**src/design/avsadq_pkg.sv**
```systemverilog
`default_nettype none

package avsadq_pkg;

	localparam int TS_W     = 63;
	localparam int WIDE_W   = 64;
	localparam int FRAMES_W = 14;
	localparam int TAG_W    = 8;
	localparam int PAD_W    = 20;
	localparam int ACT_W    = 3;
	localparam int CFG_IDX_W  = 3;
	localparam int CFG_DATA_W = 41;

	localparam int RATE_W   = 19;
	localparam int OFFS_W   = 41;
	localparam int WIN_W    = 30;
	localparam int MAXD_W   = 40;
	localparam int STALL_W  = 34;
	localparam int IDLE_W   = 34;

	// frames times one second in ns: 20 bits by 30 bits
	localparam int NSEC_W   = 30;
	localparam int PROD_W   = PAD_W + NSEC_W;
	localparam int DCNT_W   = $clog2(PROD_W + 1);
	localparam logic [NSEC_W-1:0] NS_PER_SEC = NSEC_W'(1000000000);

	localparam logic [RATE_W-1:0]  RST_DEV_RATE    = RATE_W'(48000);
	localparam logic [OFFS_W-1:0]  RST_SYNC_OFFSET = '0;
	localparam logic [WIN_W-1:0]   RST_SYNC_WINDOW = WIN_W'(75000000);
	localparam logic [MAXD_W-1:0]  RST_MAX_DIFF    = MAXD_W'(64'd5000000000);
	localparam logic [STALL_W-1:0] RST_VIDEO_STALL = STALL_W'(100000000);
	localparam logic [IDLE_W-1:0]  RST_IDLE_FLUSH  = IDLE_W'(1000000000);

	typedef enum logic [ACT_W-1:0] {
		ACT_PLAY   = 3'd0,
		ACT_DROP   = 3'd1,
		ACT_FLUSH  = 3'd2,
		ACT_REJECT = 3'd3,
		ACT_HOLD   = 3'd4
	} avsadq_action_t;

	typedef enum logic [CFG_IDX_W-1:0] {
		CFG_DEV_RATE    = 3'd0,
		CFG_SYNC_OFFSET = 3'd1,
		CFG_SYNC_WINDOW = 3'd2,
		CFG_MAX_DIFF    = 3'd3,
		CFG_VIDEO_STALL = 3'd4,
		CFG_IDLE_FLUSH  = 3'd5
	} avsadq_cfg_idx_t;

	typedef enum logic [3:0] {
		ST_IDLE,
		ST_GAP,
		ST_FLUSH,
		ST_ENQ,
		ST_DIV_F,
		ST_DIV_P,
		ST_WALK_DIFF,
		ST_WALK_MAG,
		ST_WALK_DEC
	} avsadq_state_t;

	typedef struct packed {
		logic             start;
		logic [PAD_W-1:0] frames;
	} avsadq_div_req_t;

	typedef struct packed {
		logic              done;
		logic [PROD_W-1:0] quo;
	} avsadq_div_rsp_t;

endpackage

`default_nettype wire

```
**src/design/avsadq_div.sv**
```systemverilog
`default_nettype none

// frames -> ns: one multiply on start, then restoring division, one bit a cycle
module avsadq_div import avsadq_pkg::*; (
	input  wire logic                  clk,
	input  wire logic                  arst_n,
	input  wire logic [RATE_W-1:0]     dev_rate,
	input  wire avsadq_div_req_t       req,
	output avsadq_div_rsp_t            rsp
);

	logic              busy_q;
	logic              done_q;
	logic [DCNT_W-1:0] cnt_q;
	logic [RATE_W-1:0] rem_q;
	logic [PROD_W-1:0] prod_q;
	logic [PROD_W-1:0] quo_q;

	logic [RATE_W:0]   trial;
	logic              fits;

	assign trial = {rem_q, prod_q[PROD_W-1]};
	assign fits  = trial >= {1'b0, dev_rate};

	always_ff @(posedge clk or negedge arst_n) begin
		if (!arst_n) begin
			busy_q <= 1'b0;
			done_q <= 1'b0;
			cnt_q  <= '0;
		end else begin
			done_q <= 1'b0;
			if (req.start) begin
				busy_q <= 1'b1;
				cnt_q  <= DCNT_W'(PROD_W);
			end else if (busy_q) begin
				cnt_q <= cnt_q - 1'b1;
				if (cnt_q == DCNT_W'(1)) begin
					busy_q <= 1'b0;
					done_q <= 1'b1;
				end
			end
		end
	end

	always_ff @(posedge clk) begin
		if (req.start) begin
			prod_q <= PROD_W'(req.frames) * PROD_W'(NS_PER_SEC);
			rem_q  <= '0;
			quo_q  <= '0;
		end else if (busy_q) begin
			prod_q <= {prod_q[PROD_W-2:0], 1'b0};
			rem_q  <= fits ? RATE_W'(trial - {1'b0, dev_rate}) : trial[RATE_W-1:0];
			quo_q  <= {quo_q[PROD_W-2:0], fits};
		end
	end

	// zero rate converts to zero
	assign rsp.done = done_q;
	assign rsp.quo  = (dev_rate == '0) ? '0 : quo_q;

endmodule

`default_nettype wire

```
**src/design/av_sync_audio_delay_queue.sv**
```systemverilog
`default_nettype none

// Channel | Direction | Handshake             | Payload
// in      | sink      | in_valid / in_ready   | audio_ts, frame_count, packet_tag,
//         |           |                       | pad_frames, video_ts, now_ns
// out     | source    | out_valid / out_ready | action, out_tag, out_ts, out_frames, last
// cfg     | sink      | cfg_valid / cfg_ready | cfg_index, cfg_data
//
// One request at a time. Each request goes through intake and a gap check, a flush when
// due that emits each queued entry and then closes, queuing, the shared frame-to-ns
// divider (once for the packet, once for the padding), then the diff, magnitude and
// decision steps for each head examined. Each dropped entry adds another head
// examination, and the block waits whenever out_ready holds back a result.
// Reset clears control, config and tracker state; queue entries are not cleared.
// Results sit in an output register, so the block takes the next request while
// the final result of the previous one is still waiting.
module av_sync_audio_delay_queue import avsadq_pkg::*; #(
	parameter int QUEUE_DEPTH = 16
) (
	input  wire logic                  clk,
	input  wire logic                  arst_n,

	input  wire logic                  in_valid,
	output logic                       in_ready,
	input  wire logic [TS_W-1:0]       audio_ts,
	input  wire logic [FRAMES_W-1:0]   frame_count,
	input  wire logic [TAG_W-1:0]      packet_tag,
	input  wire logic [PAD_W-1:0]      pad_frames,
	input  wire logic [TS_W-1:0]       video_ts,
	input  wire logic [TS_W-1:0]       now_ns,

	output logic                       out_valid,
	input  wire logic                  out_ready,
	output logic [ACT_W-1:0]           action,
	output logic [TAG_W-1:0]           out_tag,
	output logic [TS_W-1:0]            out_ts,
	output logic [FRAMES_W-1:0]        out_frames,
	output logic                       last,

	input  wire logic                  cfg_valid,
	output logic                       cfg_ready,
	input  wire logic [CFG_IDX_W-1:0]  cfg_index,
	input  wire logic [CFG_DATA_W-1:0] cfg_data
);

	localparam int HEAD_W = $clog2(QUEUE_DEPTH);
	localparam int CNT_W  = $clog2(QUEUE_DEPTH + 1);

	// config
	logic [RATE_W-1:0]  dev_rate_q;
	logic [OFFS_W-1:0]  sync_offset_q;
	logic [WIN_W-1:0]   sync_window_q;
	logic [MAXD_W-1:0]  max_diff_q;
	logic [STALL_W-1:0] video_stall_q;
	logic [IDLE_W-1:0]  idle_flush_q;

	// queue ring
	logic [WIDE_W-1:0]   qts_q    [QUEUE_DEPTH];
	logic [FRAMES_W-1:0] qframes_q[QUEUE_DEPTH];
	logic [TAG_W-1:0]    qtag_q   [QUEUE_DEPTH];
	logic [HEAD_W-1:0]   head_q;
	logic [CNT_W-1:0]    count_q;

	// trackers
	logic [TS_W-1:0]   last_arrival_q;
	logic [TS_W-1:0]   prev_video_q;
	logic [WIDE_W-1:0] stall_q;

	// current request
	logic [TS_W-1:0]     a_ts_q;
	logic [FRAMES_W-1:0] frames_q;
	logic [TAG_W-1:0]    tag_q;
	logic [PAD_W-1:0]    pad_q;
	logic [TS_W-1:0]     video_q;
	logic [TS_W-1:0]     now_q;
	logic [WIDE_W-1:0]   ts_q;       // offset timestamp
	logic [PROD_W-1:0]   pad_ns_q;
	logic [WIDE_W-1:0]   diff_q;
	logic [WIDE_W-1:0]   mag_q;
	logic                neg_q;

	// output register
	logic                out_valid_q;
	avsadq_action_t      out_action_q;
	logic [TAG_W-1:0]    out_tag_q;
	logic [TS_W-1:0]     out_ts_q;
	logic [FRAMES_W-1:0] out_frames_q;
	logic                out_last_q;

	avsadq_state_t state_q, state_d;

	avsadq_div_req_t div_req;
	avsadq_div_rsp_t div_rsp;

	// sequencer controls
	logic                emit;
	avsadq_action_t      emit_action;
	logic [TAG_W-1:0]    emit_tag;
	logic [WIDE_W-1:0]   emit_ts;
	logic [FRAMES_W-1:0] emit_frames;
	logic                emit_last;
	logic                pop, push, head_clr;
	logic                out_free;

	logic [WIDE_W-1:0]   gap;
	logic                flush_due;
	logic [CNT_W:0]      slot_sum;
	logic [HEAD_W-1:0]   slot;
	logic [HEAD_W-1:0]   head_inc;
	logic                full;
	logic                bad, beyond;
	logic [WIDE_W:0]     stall_sum;

	assign cfg_ready = 1'b1;
	assign in_ready  = (state_q == ST_IDLE);
	assign out_free  = !out_valid_q || out_ready;

	assign gap       = WIDE_W'(now_q) - WIDE_W'(last_arrival_q);
	assign flush_due = gap > WIDE_W'(idle_flush_q);
	assign full      = count_q >= CNT_W'(QUEUE_DEPTH);

	// head + count stays below twice the depth: one compare and subtract
	assign slot_sum = (CNT_W+1)'(head_q) + (CNT_W+1)'(count_q);
	assign slot     = (slot_sum >= (CNT_W+1)'(QUEUE_DEPTH))
		? HEAD_W'(slot_sum - (CNT_W+1)'(QUEUE_DEPTH)) : HEAD_W'(slot_sum);
	assign head_inc = (head_q == HEAD_W'(QUEUE_DEPTH - 1)) ? '0 : head_q + 1'b1;

	// sync is ignored without video, with a wild difference or a stalled picture
	assign bad    = (video_q == '0) || (mag_q > WIDE_W'(max_diff_q))
		|| (stall_q > WIDE_W'(video_stall_q));
	assign beyond = mag_q > WIDE_W'(sync_window_q);

	assign stall_sum = {1'b0, stall_q} + (WIDE_W+1)'(div_rsp.quo);

	always_ff @(posedge clk or negedge arst_n) begin
		if (!arst_n) begin
			state_q <= ST_IDLE;
		end else begin
			state_q <= state_d;
		end
	end

	always_comb begin
		state_d        = state_q;
		emit           = 1'b0;
		emit_action    = ACT_HOLD;
		emit_tag       = '0;
		emit_ts        = '0;
		emit_frames    = '0;
		emit_last      = 1'b0;
		pop            = 1'b0;
		push           = 1'b0;
		head_clr       = 1'b0;
		div_req.start  = 1'b0;
		div_req.frames = PAD_W'(frames_q);
		unique case (state_q)
			ST_IDLE: begin
				if (in_valid) begin
					state_d = ST_GAP;
				end
			end
			ST_GAP: begin
				state_d = flush_due ? ST_FLUSH : ST_ENQ;
			end
			ST_FLUSH: begin
				if (count_q == '0) begin
					head_clr = 1'b1;
					state_d  = ST_ENQ;
				end else if (out_free) begin
					emit        = 1'b1;
					emit_action = ACT_FLUSH;
					emit_tag    = qtag_q[head_q];
					emit_ts     = qts_q[head_q];
					emit_frames = qframes_q[head_q];
					pop         = 1'b1;
				end
			end
			ST_ENQ: begin
				if (full) begin
					if (out_free) begin
						emit          = 1'b1;
						emit_action   = ACT_REJECT;
						emit_tag      = tag_q;
						emit_ts       = ts_q;
						emit_frames   = frames_q;
						div_req.start = 1'b1;
						state_d       = ST_DIV_F;
					end
				end else begin
					push          = 1'b1;
					div_req.start = 1'b1;
					state_d       = ST_DIV_F;
				end
			end
			ST_DIV_F: begin
				if (div_rsp.done) begin
					div_req.start  = 1'b1;
					div_req.frames = pad_q;
					state_d        = ST_DIV_P;
				end
			end
			ST_DIV_P: begin
				if (div_rsp.done) begin
					state_d = ST_WALK_DIFF;
				end
			end
			ST_WALK_DIFF: begin
				state_d = ST_WALK_MAG;
			end
			ST_WALK_MAG: begin
				state_d = ST_WALK_DEC;
			end
			ST_WALK_DEC: begin
				if (out_free) begin
					emit = 1'b1;
					if (count_q == '0 || (!bad && !neg_q && beyond)) begin
						emit_action = ACT_HOLD;
						emit_last   = 1'b1;
						state_d     = ST_IDLE;
					end else begin
						pop         = 1'b1;
						emit_tag    = qtag_q[head_q];
						emit_ts     = qts_q[head_q];
						emit_frames = qframes_q[head_q];
						if (!bad && neg_q && beyond && count_q > CNT_W'(1)) begin
							emit_action = ACT_DROP;
							state_d     = ST_WALK_DIFF;
						end else begin
							emit_action = ACT_PLAY;
							emit_last   = 1'b1;
							state_d     = ST_IDLE;
						end
					end
				end
			end
			default: begin
				state_d = ST_IDLE;
			end
		endcase
	end

	// control state
	always_ff @(posedge clk or negedge arst_n) begin
		if (!arst_n) begin
			dev_rate_q     <= RST_DEV_RATE;
			sync_offset_q  <= RST_SYNC_OFFSET;
			sync_window_q  <= RST_SYNC_WINDOW;
			max_diff_q     <= RST_MAX_DIFF;
			video_stall_q  <= RST_VIDEO_STALL;
			idle_flush_q   <= RST_IDLE_FLUSH;
			head_q         <= '0;
			count_q        <= '0;
			last_arrival_q <= '0;
			prev_video_q   <= '0;
			stall_q        <= '0;
			out_valid_q    <= 1'b0;
		end else begin
			if (cfg_valid && cfg_ready) begin
				unique case (cfg_index)
					CFG_DEV_RATE:    dev_rate_q    <= cfg_data[RATE_W-1:0];
					CFG_SYNC_OFFSET: sync_offset_q <= cfg_data[OFFS_W-1:0];
					CFG_SYNC_WINDOW: sync_window_q <= cfg_data[WIN_W-1:0];
					CFG_MAX_DIFF:    max_diff_q    <= cfg_data[MAXD_W-1:0];
					CFG_VIDEO_STALL: video_stall_q <= cfg_data[STALL_W-1:0];
					CFG_IDLE_FLUSH:  idle_flush_q  <= cfg_data[IDLE_W-1:0];
					default: ;
				endcase
			end

			if (state_q == ST_GAP) begin
				last_arrival_q <= now_q;
			end

			if (head_clr) begin
				head_q <= '0;
			end else if (pop) begin
				head_q <= head_inc;
			end
			if (pop) begin
				count_q <= count_q - 1'b1;
			end else if (push) begin
				count_q <= count_q + 1'b1;
			end

			// video stall tracker, fed by the packet duration
			if (state_q == ST_DIV_F && div_rsp.done) begin
				if (prev_video_q == '0) begin
					prev_video_q <= video_q;
				end else if (prev_video_q == video_q) begin
					stall_q <= stall_sum[WIDE_W] ? '1 : stall_sum[WIDE_W-1:0];
				end else begin
					stall_q      <= '0;
					prev_video_q <= video_q;
				end
			end

			if (emit) begin
				out_valid_q <= 1'b1;
			end else if (out_ready) begin
				out_valid_q <= 1'b0;
			end
		end
	end

	// payload
	always_ff @(posedge clk) begin
		if (in_valid && in_ready) begin
			a_ts_q   <= audio_ts;
			frames_q <= frame_count;
			tag_q    <= packet_tag;
			pad_q    <= pad_frames;
			video_q  <= video_ts;
			now_q    <= now_ns;
		end
		if (state_q == ST_GAP) begin
			ts_q <= WIDE_W'(a_ts_q) + {{(WIDE_W-OFFS_W){sync_offset_q[OFFS_W-1]}}, sync_offset_q};
		end
		if (push) begin
			qts_q[slot]     <= ts_q;
			qframes_q[slot] <= frames_q;
			qtag_q[slot]    <= tag_q;
		end
		if (state_q == ST_DIV_P && div_rsp.done) begin
			pad_ns_q <= div_rsp.quo;
		end
		if (state_q == ST_WALK_DIFF) begin
			diff_q <= qts_q[head_q] - WIDE_W'(pad_ns_q) - WIDE_W'(video_q);
		end
		if (state_q == ST_WALK_MAG) begin
			neg_q <= diff_q[WIDE_W-1];
			mag_q <= diff_q[WIDE_W-1] ? (~diff_q + 1'b1) : diff_q;
		end
		if (emit) begin
			out_action_q <= emit_action;
			out_tag_q    <= emit_tag;
			out_ts_q     <= emit_ts[TS_W-1:0];
			out_frames_q <= emit_frames;
			out_last_q   <= emit_last;
		end
	end

	avsadq_div u_div (
		.clk      (clk),
		.arst_n   (arst_n),
		.dev_rate (dev_rate_q),
		.req      (div_req),
		.rsp      (div_rsp)
	);

	assign out_valid  = out_valid_q;
	assign action     = out_action_q;
	assign out_tag    = out_tag_q;
	assign out_ts     = out_ts_q;
	assign out_frames = out_frames_q;
	assign last       = out_last_q;

	// checks
	a_count_bound: assert property (@(posedge clk) disable iff (!arst_n)
		count_q <= CNT_W'(QUEUE_DEPTH))
		else $error("queue count beyond depth");

	a_drop_not_last: assert property (@(posedge clk) disable iff (!arst_n)
		(out_valid_q && out_action_q == ACT_DROP) |-> !out_last_q)
		else $error("drop marked as final result");

	a_flush_head: assert property (@(posedge clk) disable iff (!arst_n)
		(state_q == ST_FLUSH && state_d == ST_ENQ) |=> (head_q == '0 && count_q <= CNT_W'(1)))
		else $error("flush left queue in use");

	a_hold_empty: assert property (@(posedge clk) disable iff (!arst_n)
		(out_valid_q && out_action_q == ACT_HOLD) |-> (out_tag_q == '0 && out_last_q))
		else $error("hold result carries a tag or is not final");

endmodule

`default_nettype wire
```
**config.mk**
```make
export PLATFORM = sky130hd
export DESIGN_NAME = av_sync_audio_delay_queue
export DESIGN_NICKNAME = d
export VERILOG_FILES = /design/src/design/avsadq_pkg.sv /design/src/design/avsadq_div.sv /design/src/design/av_sync_audio_delay_queue.sv
export SDC_FILE = /design/constraint.sdc
export NUM_CORES = 2
export LEC_CHECK = 0
export BUFFER_PORTS_ARGS = -buffer_cell sky130_fd_sc_hd__buf_2
export CAP_MARGIN = 10
export CORE_MARGIN = 2
export CORE_UTILIZATION = 35
export CTS_CLUSTER_DIAMETER = 40
export DETAILED_ROUTE_END_ITERATION = 7
export GPL_ROUTABILITY_DRIVEN = 1
export SLEW_MARGIN = 20
export SYNTH_ARGS = -nofsm -noshare
export SYNTH_HDL_FRONTEND = slang
export SYNTH_SLANG_ARGS = --single-unit
```
**constraint.sdc**
```tcl
create_clock -name clk -period 13.82 [get_ports clk]
set_input_delay 1.382 -clock clk [delete_from_list [all_inputs] [get_ports clk]]
set_output_delay 1.382 -clock clk [all_outputs]
set_load 0.1 [all_outputs]
```
* Yosys cells after proc, flatten, opt, wreduce, memory -nomap -nowiden
Memories as Yosys holds them, arrays and structs flattened. Index checks and enable logic that the tools add are counted.
Word-level totals: memories 3, register bits after elaboration 1083, input port bits 280, word-level logic and storage cells 205, output and inout port bits 92, RAM bits 1376
Operators by class: multiplexer cells 84, $mul 1, bitwise logic cells 2, order comparisons 8, reduce and logical (&&, ||, !) cells 35, add/subtract/negate cells 13, eq/ne operators 23
Memories:
- qts_q | depth 16, bits a word 64, read ports 1, clocked after Yosys merged registers in 0, write ports 1, line av_sync_audio_delay_queue.sv:58 | logic [WIDE_W-1:0] qts_q [QUEUE_DEPTH];
- qframes_q | depth 16, bits a word 14, read ports 1, clocked after Yosys merged registers in 0, write ports 1, line av_sync_audio_delay_queue.sv:59 | logic [FRAMES_W-1:0] qframes_q[QUEUE_DEPTH];
- qtag_q | depth 16, bits a word 8, read ports 1, clocked after Yosys merged registers in 0, write ports 1, line av_sync_audio_delay_queue.sv:60 | logic [TAG_W-1:0] qtag_q [QUEUE_DEPTH];
Operator list (count):
- 63-bit 2-to-1 mux | 9
- 63-bit one-hot mux with 3 select lines | 1
- 50-bit 2-to-1 mux | 3
- 64-bit by 34-bit greater-than comparator with 1-bit output | 2
- 64-bit 2-to-1 mux | 2
- 63-bit logical NOT | 2
- 14-bit 2-to-1 mux | 6
- 64-bit by 50-bit adder with 65-bit output | 1
- 63-bit by 64-bit adder with 64-bit output | 1
- 64-bit by 1-bit adder with 64-bit output (second input constant) | 1
- 64-bit by 30-bit greater-than comparator with 1-bit output | 1
- 64-bit by 40-bit greater-than comparator with 1-bit output | 1
- 64-bit NOT | 1
- 63-bit by 63-bit subtractor with 64-bit output | 1
- 64-bit by 50-bit subtractor with 64-bit output | 1
- 64-bit by 63-bit subtractor with 64-bit output | 1
- 63-bit equality test | 1
- 8-bit 2-to-1 mux | 6
- 4-bit 2-to-1 mux | 11
- 14-bit one-hot mux with 3 select lines | 1
- 20-bit by 21-bit multiplier with 41-bit output (second input constant) | 1
- 4-bit one-hot mux with 9 select lines | 1
- 1-bit 2-to-1 mux | 24
- 3-bit 2-to-1 mux | 8
- other kinds (42) | 79

* Depth between registers and ports, before layout
word-level depth 12, gate-level depth with buffers 32, mapped depth without buffers 30

* Cells and area by module
Synthesis repeated with hierarchy kept, for this count alone.
Second synthesis, totals: cells, all modules 8566, area, all modules 120993.5 um^2
Modules (own cells, without submodules):
- av_sync_audio_delay_queue | sequential area each 68351.8 um^2, instances 1, area each 106300.7 um^2, cells an instance 7037
- avsadq_div | sequential area each 2812.7 um^2, instances 1, area each 14692.8 um^2, cells an instance 1529

* Least setup slack after synthesis
Ideal clock, no wire load.
kind register to register, start register state_q[0], end register a_ts_q[0], enable pin, data required time 13204 ps, clock period less this slack 9770 ps, path buffers 2, arrival time 9154 ps, slack 4050 ps, stages on the path, launching flop included 5, cell sequence dfrtp_1 > clkbuf_1 > clkbuf_1 > nor4_1 > and2_1
On the way: longest elaborated chain between the ends 2
RTL lines:
- from (decl) | line av_sync_audio_delay_queue.sv:90 | avsadq_state_t state_q, state_d;
- from (signal assigned) | line av_sync_audio_delay_queue.sv:139 | state_q <= state_d;
- 4-bit logical NOT | line av_sync_audio_delay_queue.sv:115 | assign in_ready = (state_q == ST_IDLE);
- net in_ready | line av_sync_audio_delay_queue.sv:24 | output logic in_ready,
- 1-bit logical AND | line av_sync_audio_delay_queue.sv:307 | if (in_valid && in_ready) begin
- to (signal assigned) | line av_sync_audio_delay_queue.sv:308 | a_ts_q <= audio_ts;
- to (decl) | line av_sync_audio_delay_queue.sv:70 | logic [TS_W-1:0] a_ts_q;
The timed path passes the listed nets, and every way through them passes these cells. A chain may end at the register's enable or synchronous reset.

* Worst setup path after layout
start register state_q[2], end register u_div.prod_q[48] (data pin)
On the way: longest elaborated chain between the ends 4, elaborated cells between the ends (all ways) 6
RTL lines:
- 4-bit by 3-bit equality test with 1-bit output | line av_sync_audio_delay_queue.sv:156 | unique case (state_q)
- 20-bit 2-to-1 mux | line av_sync_audio_delay_queue.sv:156
- 20-bit by 21-bit multiplier with 41-bit output | line avsadq_div.sv:47 | prod_q <= PROD_W'(req.frames) * PROD_W'(NS_PER_SEC);
- 50-bit 2-to-1 mux (*) | line avsadq_div.sv:46 | if (req.start) begin
- to (signal assigned) | line avsadq_div.sv:47
- to (signal assigned) | line avsadq_div.sv:51 | prod_q <= {prod_q[PROD_W-2:0], 1'b0};
- to (decl) | line avsadq_div.sv:16 | logic [PROD_W-1:0] prod_q;
Mark *: on every way between the ends. The rest lies on a longest branch, timed or not.

==> out/results.ini <==
[status]
outcome=complete, no violations

[pwr]
power_switching_mw=16.5
p_seq_frac=0.277
p_int_mw=23.3
power_per_cell_area_nw_per_um2=285
switching_share=0.415
peakVddDrop_uv=460
finalPower_mw=39.9
p_clk_frac=0.236
p_comb_frac=0.487
leakage_nw=54.1

[detailed_routing]
vias_per_cell=5.34
via_count=74100
drtIter0Drc=6985
drc=0
routedWlPerCell_microns=25.9
first_pass_iters=6
ant_nets=0
drt-total-wl_microns=359000

[die]
die_x_microns=589
rows=214
core_area_sq_um=341000
dieHeight_microns=589
die-area_sq_um=347000
initial_core_util=0.352
ioPinCount=372

[placed_design]
dp_hpwl_microns=245000
portBuffers=370
dpl_cell_area_sq_um=127000
gp_congestion=0.919

[synth]
synth.distinct_cells=85
ys_ff_latch=2459
syn-cell-area_sq_um=120000
syn-num-nets=9599
ys_warn_count=0
syn_inst=8477
synth_ff_type=edfxtp_1
netlist.area_leader.share=0.496
yosysSeqAreaShare=0.593
synth_commonest_cells=1980 x edfxtp_1, 730 x inv_1, 616 x ha_1
synth_most_common_cell=edfxtp_1
ys_async_sr_fraction=0.167
syn-mean-instance-area_sq_um=14.2
synth_top_area_cell=edfxtp_1
synth_edf_count=1980
ys_top_cells_by_area=edfxtp_1 50%, mux4_2 8.1%, dfrtp_1 7.4%

[clock_tree]
post_cts_buffers=0
clock_sinks=2459
cts_hold_buf=0
clockBufferDepth=4
clk_pin_slew_ns=0.05
cts_htree_levels=5
clock_latency_ns=0.95
cts_tree=done
postCtsResizedCells=0
cts_buffers=364
root_buffer=clkbuf_16

[critical_path]
critPathArrivalTime_ns=10.27
rrSetupSlack_ns=4.21
timing.critical_path.mode_cell=fa_1
cp_slowest_stage_delay_ns=0.55
worst_ep_required_time_ns=14.48
crit_type=reg2reg
r2r_end=u_div.prod_q[48]
rr_worst_depth=30
slowest_stage=fa_1
cp_max_fo=23
end_kind=flip-flop
r2r-start=state_q[2]
start_kind=flip-flop

[grt]
grt_overflow=0
antenna_found_initial=43
grt_pass1_wl_microns=518000
track_usage=0.203
grt_pass1_vias=74900
grt_max_degree=143

[hold_path]
hp-class=in2async

[finish]
final_area_sq_um=140000
nets=10100
area_delta_synth_final_pct=16.8
drive_gt1_frac=0.193
fill_cells=31100
multi_input_area_sq_um=45200
seq_area_sq_um=71200

[timing]
layout_min_cycle_time_ns=9.61
tightest_slew_ns=1.12
worst_slew_margin_rel=0.252
rsz0062_at_grt=no
setup_violations=0
finalSetupTns_ns=0
finalCritPeriodShare=0.695
whs_ns=0.435
hold_viol=0
maxSlewViolCount=0
max_freq_mhz=104
finalClockSkew_ns=0.0789

[run]
drv_cap=0

cells in the final DEF (no fill, tap or decap), types with 226 or more instances in the layout:
master	count
nand2_1	540
buf_2	369
fa_1	226
ha_1	616
nor2_1	332
edfxtp_1	1980
clkbuf_16	372
dfrtp_1	353
mux4_2	429
o21ai_0	487
a21oi_1	367
inv_1	730
metal layers:
metal	track usage	wire [microns]	up-vias
met3	0.0285	22300	582
met4	0.0835	15900	14
met1	0.271	151000	37900
met2	0.331	169000	2638
li1	-	-	33000
met5	0	87	-
logic make-up after synthesis:
group                      after synthesis  synth area share
xor gates and xnor gates               394            0.0288
AOI/OAI and AO/OA                     1543            0.0811
and+or+nand+nor                       1561            0.0628
adders and majority gates              842             0.102
muxes                                  641            0.0997
DFF                                   2459             0.593
other                                    1         0.0000313
buffers and inverters                 1036            0.0325
power by group through the flow:
stage          Combinational [mW]  Sequential, mW  Clock [mW]
2_1_floorplan                13.3            11.7           0
3_3_place_gp                 19.3            11.1           0
3_5_place_dp                 19.3            11.2           0
4_1_cts                      19.5            11.1        9.56
5_1_grt                      21.5            11.2        9.88
6_report                     19.4            11.1        9.40
worst max path at each step:
stage                                  end  slack [ns]        from  cells past startpoint
final                     u_div.prod_q[48]        4.21  state_q[2]                     30
after global routing      u_div.prod_q[48]        3.52  state_q[2]                     30
after CTS                 u_div.prod_q[49]        4.21  state_q[2]                     29
after detailed placement  u_div.prod_q[48]        4.19  state_q[2]                     30
after global placement    u_div.prod_q[49]        4.31  state_q[2]                     30
after floorplan                  a_ts_q[0]        4.05  state_q[0]                      4
state kept, by name (all words and copies together), names as in the netlist, 19 cells and up:
register,flops
qts_q,1024
now_q,63
video_stall_q,34
idle_flush_q,34
ts_q,64
mag_q,64
stall_q,64
out_ts,63
u_div.prod_q,41
pad_q,20
video_q,63
qframes_q,224
diff_q,64
u_div.rem_q,19
qtag_q,128
sync_offset_q,41
max_diff_q,40
last_arrival_q,63
a_ts_q,63
dev_rate_q,19
pad_ns_q,50
sync_window_q,30
u_div.quo_q,50
prev_video_q,63
worst max-delay path, delay by kind of cell, from the launching register on:
kind | cells | cell delay (ns)
muxes | 1 | 0.47
buffers and inverters | 7 | 1.16
and+or+nand+nor | 7 | 1.76
AOI/OAI and AO/OA | 6 | 1.28
xor gates and xnor gates | 1 | 0.16
DFF | 1 | 0.50
adders and majority gates | 8 | 3.91
metrics by stage:
step	std cells	util	setup slack, ns
6_report	13900	0.412	4.21
5_1_grt	13900	0.411	3.52
2_1_floorplan	8477	-	4.05
4_1_cts	13800	0.411	4.21
3_3_place_gp	13200	0.374	4.31
3_5_place_dp	13200	0.374	4.19
final cells by class:
class	count	share of cell area
multi-input combinational	4982	0.323
clock buffer	422	0.0690
tap	4536	0.0405
inverter	732	0.0196
sequential	2459	0.508
timing repair buffer	465	0.0194
clock inverter	254	0.0206
antenna	18	0.000321
No activity file was read; power rests on OpenSTA's default activity.
